## config.mk

```make
export PLATFORM = sky130hd
export DESIGN_NAME = ilid_cell
export DESIGN_NICKNAME = d
export VERILOG_FILES = /design/src/hw/rtl/ilid_pkg.sv /design/src/hw/rtl/ilid_cell.sv
export SDC_FILE = /design/constraint.sdc
export NUM_CORES = 1
export LEC_CHECK = 0
export BUFFER_PORTS_ARGS = -buffer_cell sky130_fd_sc_hd__buf_4
export CAP_MARGIN = 20
export CORE_ASPECT_RATIO = 1.25
export CORE_MARGIN = 2
export CORE_UTILIZATION = 40
export CTS_CLUSTER_DIAMETER = 200
export DETAILED_ROUTE_END_ITERATION = 8
export GPL_TIMING_DRIVEN = 0
export PLACE_DENSITY = 0.81
export SLEW_MARGIN = 40
export SYNTH_ARGS = -nofsm -noshare
export SYNTH_HDL_FRONTEND = slang
export SYNTH_SLANG_ARGS = --single-unit
export TNS_END_PERCENT = 30
```

## constraint.sdc

```tcl
create_clock -name clock -period 3.1 [get_ports clock]
set_input_delay 0.31 -clock clock [delete_from_list [all_inputs] [get_ports clock]]
set_output_delay 0.31 -clock clock [all_outputs]
set_load 0.005 [all_outputs]
```

## src/hw/rtl/ilid_pkg.sv

```systemverilog
package ilid_pkg;

   localparam int CapacityDefault = 64;

   localparam logic [2:0] OP_READ = 3'd0;
   localparam logic [2:0] OP_HEAD = 3'd1;
   localparam logic [2:0] OP_TAIL = 3'd2;
   localparam logic [2:0] OP_AT   = 3'd3;
   localparam logic [2:0] OP_DEL  = 3'd4;

   localparam logic [1:0] ST_DONE  = 2'd0;
   localparam logic [1:0] ST_RANGE = 2'd1;
   localparam logic [1:0] ST_FULL  = 2'd2;

   localparam logic signed [31:0] NEG_ONE = -32'sd1;

   typedef struct packed {
      logic [2:0]         opcode;
      logic [9:0]         position;
      logic signed [31:0] item_value;
   } req_type;

   typedef struct packed {
      logic signed [31:0] read_value;
      logic [1:0]         status;
      logic [6:0]         list_length;
   } rsp_type;

   typedef struct packed {
      logic               insert;
      logic               remove;
      logic signed [31:0] value;
   } cell_ctl_type;

endpackage

```

## src/hw/rtl/ilid_cell.sv

```systemverilog
module ilid_cell #(
   parameter int INDEX = 0,
   parameter int CNT_W = 7
) (
   input  logic                       clock,
   input  ilid_pkg::cell_ctl_type     ctl,
   input  logic [CNT_W-1:0]           slot,
   input  logic signed [31:0]         left_data,
   input  logic signed [31:0]         right_data,
   output logic signed [31:0]         data,
   output logic signed [31:0]         hit_data
);
   import ilid_pkg::*;

   localparam logic [CNT_W-1:0] Idx = CNT_W'(INDEX);

   logic signed [31:0] data_ff;
   logic signed [31:0] data_in;

   always_comb begin
      data_in = data_ff;
      if (ctl.insert) begin
         if (Idx == slot) begin
            data_in = ctl.value;
         end else if (Idx > slot) begin
            data_in = left_data;
         end
      end else if (ctl.remove) begin
         if (Idx >= slot) begin
            data_in = right_data;
         end
      end
   end

   always_ff @(posedge clock) begin
      data_ff <= data_in;
   end

   assign data     = data_ff;
   assign hit_data = (Idx == slot) ? data_ff : 32'sd0;

endmodule

```

---- After elaboration in Yosys (flattened, before gate mapping) ----
Cells that the tools add are included.
word-level totals
  flip-flop bits (word level) ............. 32
  word-level logic and storage cells ...... 14
  output and inout bits ................... 64
cells by class
  magnitude comparators ................... 2
  equality and inequality tests ........... 1
  reduce and logical (&&, ||, !) cells .... 4
  multiplexer cells ....................... 6
operators by type and width
  cell                                                 number
  2-to-1 mux 32 bit                                    6
  >= comparator 1 x 7 -> 1 bit (first input constant)  1
  > comparator 1 x 7 -> 1 bit (first input constant)   1
  logical NOT 7 bit                                    1
  nonzero test 2 bit                                   2
  != test 3 x 1 -> 1 bit (second input constant)       1
  AND reduction 3 bit                                  1

---- Longest topological paths before layout ----
  depth after elaboration ................. 4
  mapped depth ............................ 5

---- Worst setup path before layout ----
OpenSTA, ideal clock, no wires.
  path type ............................... input -> register
  start ................................... in slot[4]
  end ..................................... reg data_ff[0], in the netlist data[0] (enable)
  data required time ...................... 2.709 ns
  stages .................................. 4
  arrival ................................. 1.948 ns
  library setup time ...................... 0.391 ns
  setup slack ............................. 0.761 ns
  cells stage by stage .................... or4_4 > nor2_4 > buf_4 > o21a_1
between the ends
  longest elaborated chain between the ends .. 3
  elaborated cells on any way between the ends .. 6
  those cells by class .................... 2 x order compare; 1 x eq/ne; 3 x reduce/logical
RTL lines
  element                                                                        RTL line         text
  start: declaration                                                             ilid_cell.sv:7   input logic [CNT_W-1:0] slot,
  > comparator 1 x 7 -> 1 bit (tied with other cells)                            ilid_cell.sv:25  end else if (Idx > slot) begin
  != test 3 x 1 -> 1 bit (no line) / nonzero test 2 bit (equally long branches)  --
  AND reduction 3 bit (no line) (*)                                              --
  end signal: assignment                                                         ilid_cell.sv:36  data_ff <= data_in;
  end: declaration                                                               ilid_cell.sv:17  logic signed [31:0] data_ff;
Every way passes the cells marked *; elsewhere a longest branch is shown, timed or not.
A chain may end at the register's enable or synchronous reset.

---- Worst setup path after layout ----
  start ................................... in slot[4]
  end ..................................... reg data_ff[12], in the netlist data[12] (enable)
The elaborated chain is that of the path after synthesis.

==> results.yml <==
outcome:
  status: "complete, no violations"
cells_and_area:
  fin_nets: 506
  syn2layout_area_growth_pct: 65.5
  antenna-diode-count: 0
  final_layout_size_suffix_gt1_share_pct: 49.5
  final_common_cell: "buf_4"
  stdcell_area_sq_um: 3580
  largest_reg_flops: 32
  final_cell_mix: "171 x buf_4, 32 x and3_1, 32 x edfxtp_1"
  fillers: 432
yosys:
  yosysSeqAreaShare_pct: 44.4
  netlist_instances: 224
  synth_nets: 330
  synth_seq_cells: 32
  syn_area_sq_um: 2160
  yosysWarningCount: 0
  avgSynthCellArea_sq_um: 9.66
  synth.distinct_cells: 23
route:
  viasPerCell: 5.32
  vias: 2448
  topRoutingLayerUsed: "met4"
  drc_errors: 0
  wl_met3_um: 477
  firstDrtPassIters: 4
  ant_nets: 0
  routedWlPerCell_um: 17.0
  wl_met2_mm: 4.20
  m1WireLength_mm: 2.92
  wl_mm: 7.81
  drtIter0Drc: 208
clock_network:
  clk_pin_slew_ns: 0.06
  cts_tree: "done"
  htreeDepth: 2
  hold_buffers: 0
  root_buffer: "clkbuf_8"
  cts_buffers: 5
  clk_path_buf_depth: 2
  cts_sinks: 32
  post-cts-setup-buffers: 0
  cts_resized: 0
sta:
  fin_crit_ns: 2.14
  rsz0062_at_grt: "false"
  timing.final.hold_violations: 0
  tns_ns: 0
  slew_headroom_pct: 45.6
  fin_crit_sh_pct: 69.2
  max_freq_ghz: 0.466
  setup_viol: 0
  maxSlewViolCount: 0
  worstMarginPinSlew_ns: 0.816
  whs_ns: 0.330
critical_path:
  setup.worst_path.class: "in -> reg"
  critPathCaptureType: "flop"
  cp.required_ns: 3.00
  cpLargestDelayFamily: "simple AND/OR/NAND/NOR gates"
  crit_arrival_ns: 2.04
  path_max_fanout: 32
  crit_chain: "buf_4 -> or4_4 -> nor2_4 -> buf_4 -> o21a_2"
  start_kind: "primary input"
  crit_cells: 5
  cpMaxStageDelayCell: "o21a_2"
  cpMostUsedCell: "buf_4"
  crit_path_max_incr_delay_ns: 0.69
  path_buf_inv: 2
floorplan:
  ios: 170
  dieArea_sq_um: 6020
  start_util_pct: 42.0
  dieWidth_um: 69.8
  num_rows: 29
  core_sq_um: 5150
  fp.dieH_um: 86.2
power_and_ir_drop:
  ir_drop_mv: 0.214
  power_density_nw_per_um2: 278
  cellLeakagePower_nw: 1.73
  p_total_uw: 994
global_route:
  grt_use_total_pct: 25.2
  grt_pass1_vias: 2467
  antenna_found_initial: 0
  overflow: 0
  grt_pass1_wl_mm: 12.0
  grt_start_max_net_pins: 33
hold_path:
  hold_class: "in -> reg"
  hold_depth: 2
placement:
  dp_hpwl_mm: 6.13
  gp_congestion: 0.889
  placed_area_sq_um: 3510
  port_buffers: 169
job:
  maxCapViolCount: 0
-- where the power goes --
| group | leakage [nW] | internal, mW | switching [mW] | total (mW) |
|---|---|---|---|---|
| Combinational | 1.42 | 0.139 | 0.0859 | 0.225 |
| Clock | 0.0359 | 0.145 | 0.142 | 0.287 |
| Sequential | 0.281 | 0.482 | 0.00109 | 0.483 |
| Total | 1.73 | 0.765 | 0.229 | 0.994 |
-- metal layers --
layer,global-route usage [%],vias to the layer above
li1,-,1196
met1,30.0,1127
met2,45.0,110
met3,4.65,15
met4,9.79,0
met5,0,-
-- per-stage QoR --
step	worst slack [ns]	utilization, %	instances
2_1_floorplan	0.761	-	224
3_3_place_gp	0.235	68.1	455
3_5_place_dp	0.672	68.1	455
4_1_cts	0.961	69.5	460
5_1_grt	0.870	69.5	460
6_report	0.956	69.5	460
-- worst paths after layout --
path / start / endpoint / slack [ns]
setup / recovery: slot[4] / data[12] / 0.96
hold / removal: right_data[30] / data[30] / 0.33
-- layout make-up --
cell class                      instances  area, sq um  share of cell area, %
Buffer                                 25          138                   3.84
Clock buffer                            5         68.8                   1.92
Inverter                                1         3.75                  0.105
Multi-Input combinational cell        166         1060                   29.7
Sequential cell                        32          961                   26.8
Tap cell                               62         77.6                   2.17
Timing Repair Buffer                  169         1270                   35.4
-- Yosys cell counts --
library cell,instances,area [sq um]
a21oi_1,29,145
a221o_1,18,180
a221o_2,10,113
a31oi_1,4,25.0
and2_1,28,175
and3_1,32,200
buf_2,2,10.0
buf_4,2,15.0
buf_6,3,33.8
buf_8,1,15.0
clkbuf_1,17,63.8
edfxtp_1,32,961
inv_1,1,3.75
nand2_1,28,105
nand3_1,3,15.0
nor2_1,4,15.0
nor2_4,1,11.3
nor3_2,1,10.0
nor4_4,1,21.3
o21a_1,1,7.51
o21ai_0,4,20.0
or3_1,1,6.26
or4_4,1,11.3
-- logic make-up (layout without fill, tap and decap cells) --
family                 count (synthesis)  count (layout)  share of synthesized area (%)
buffers and inverters                 26             200                           6.53
DFF                                   32              32                           44.4
and+or+nand+nor                      100             100                           26.4
AOI/OAI and AO/OA                     66              66                           22.7
Power figures use the tool's default switching activity.
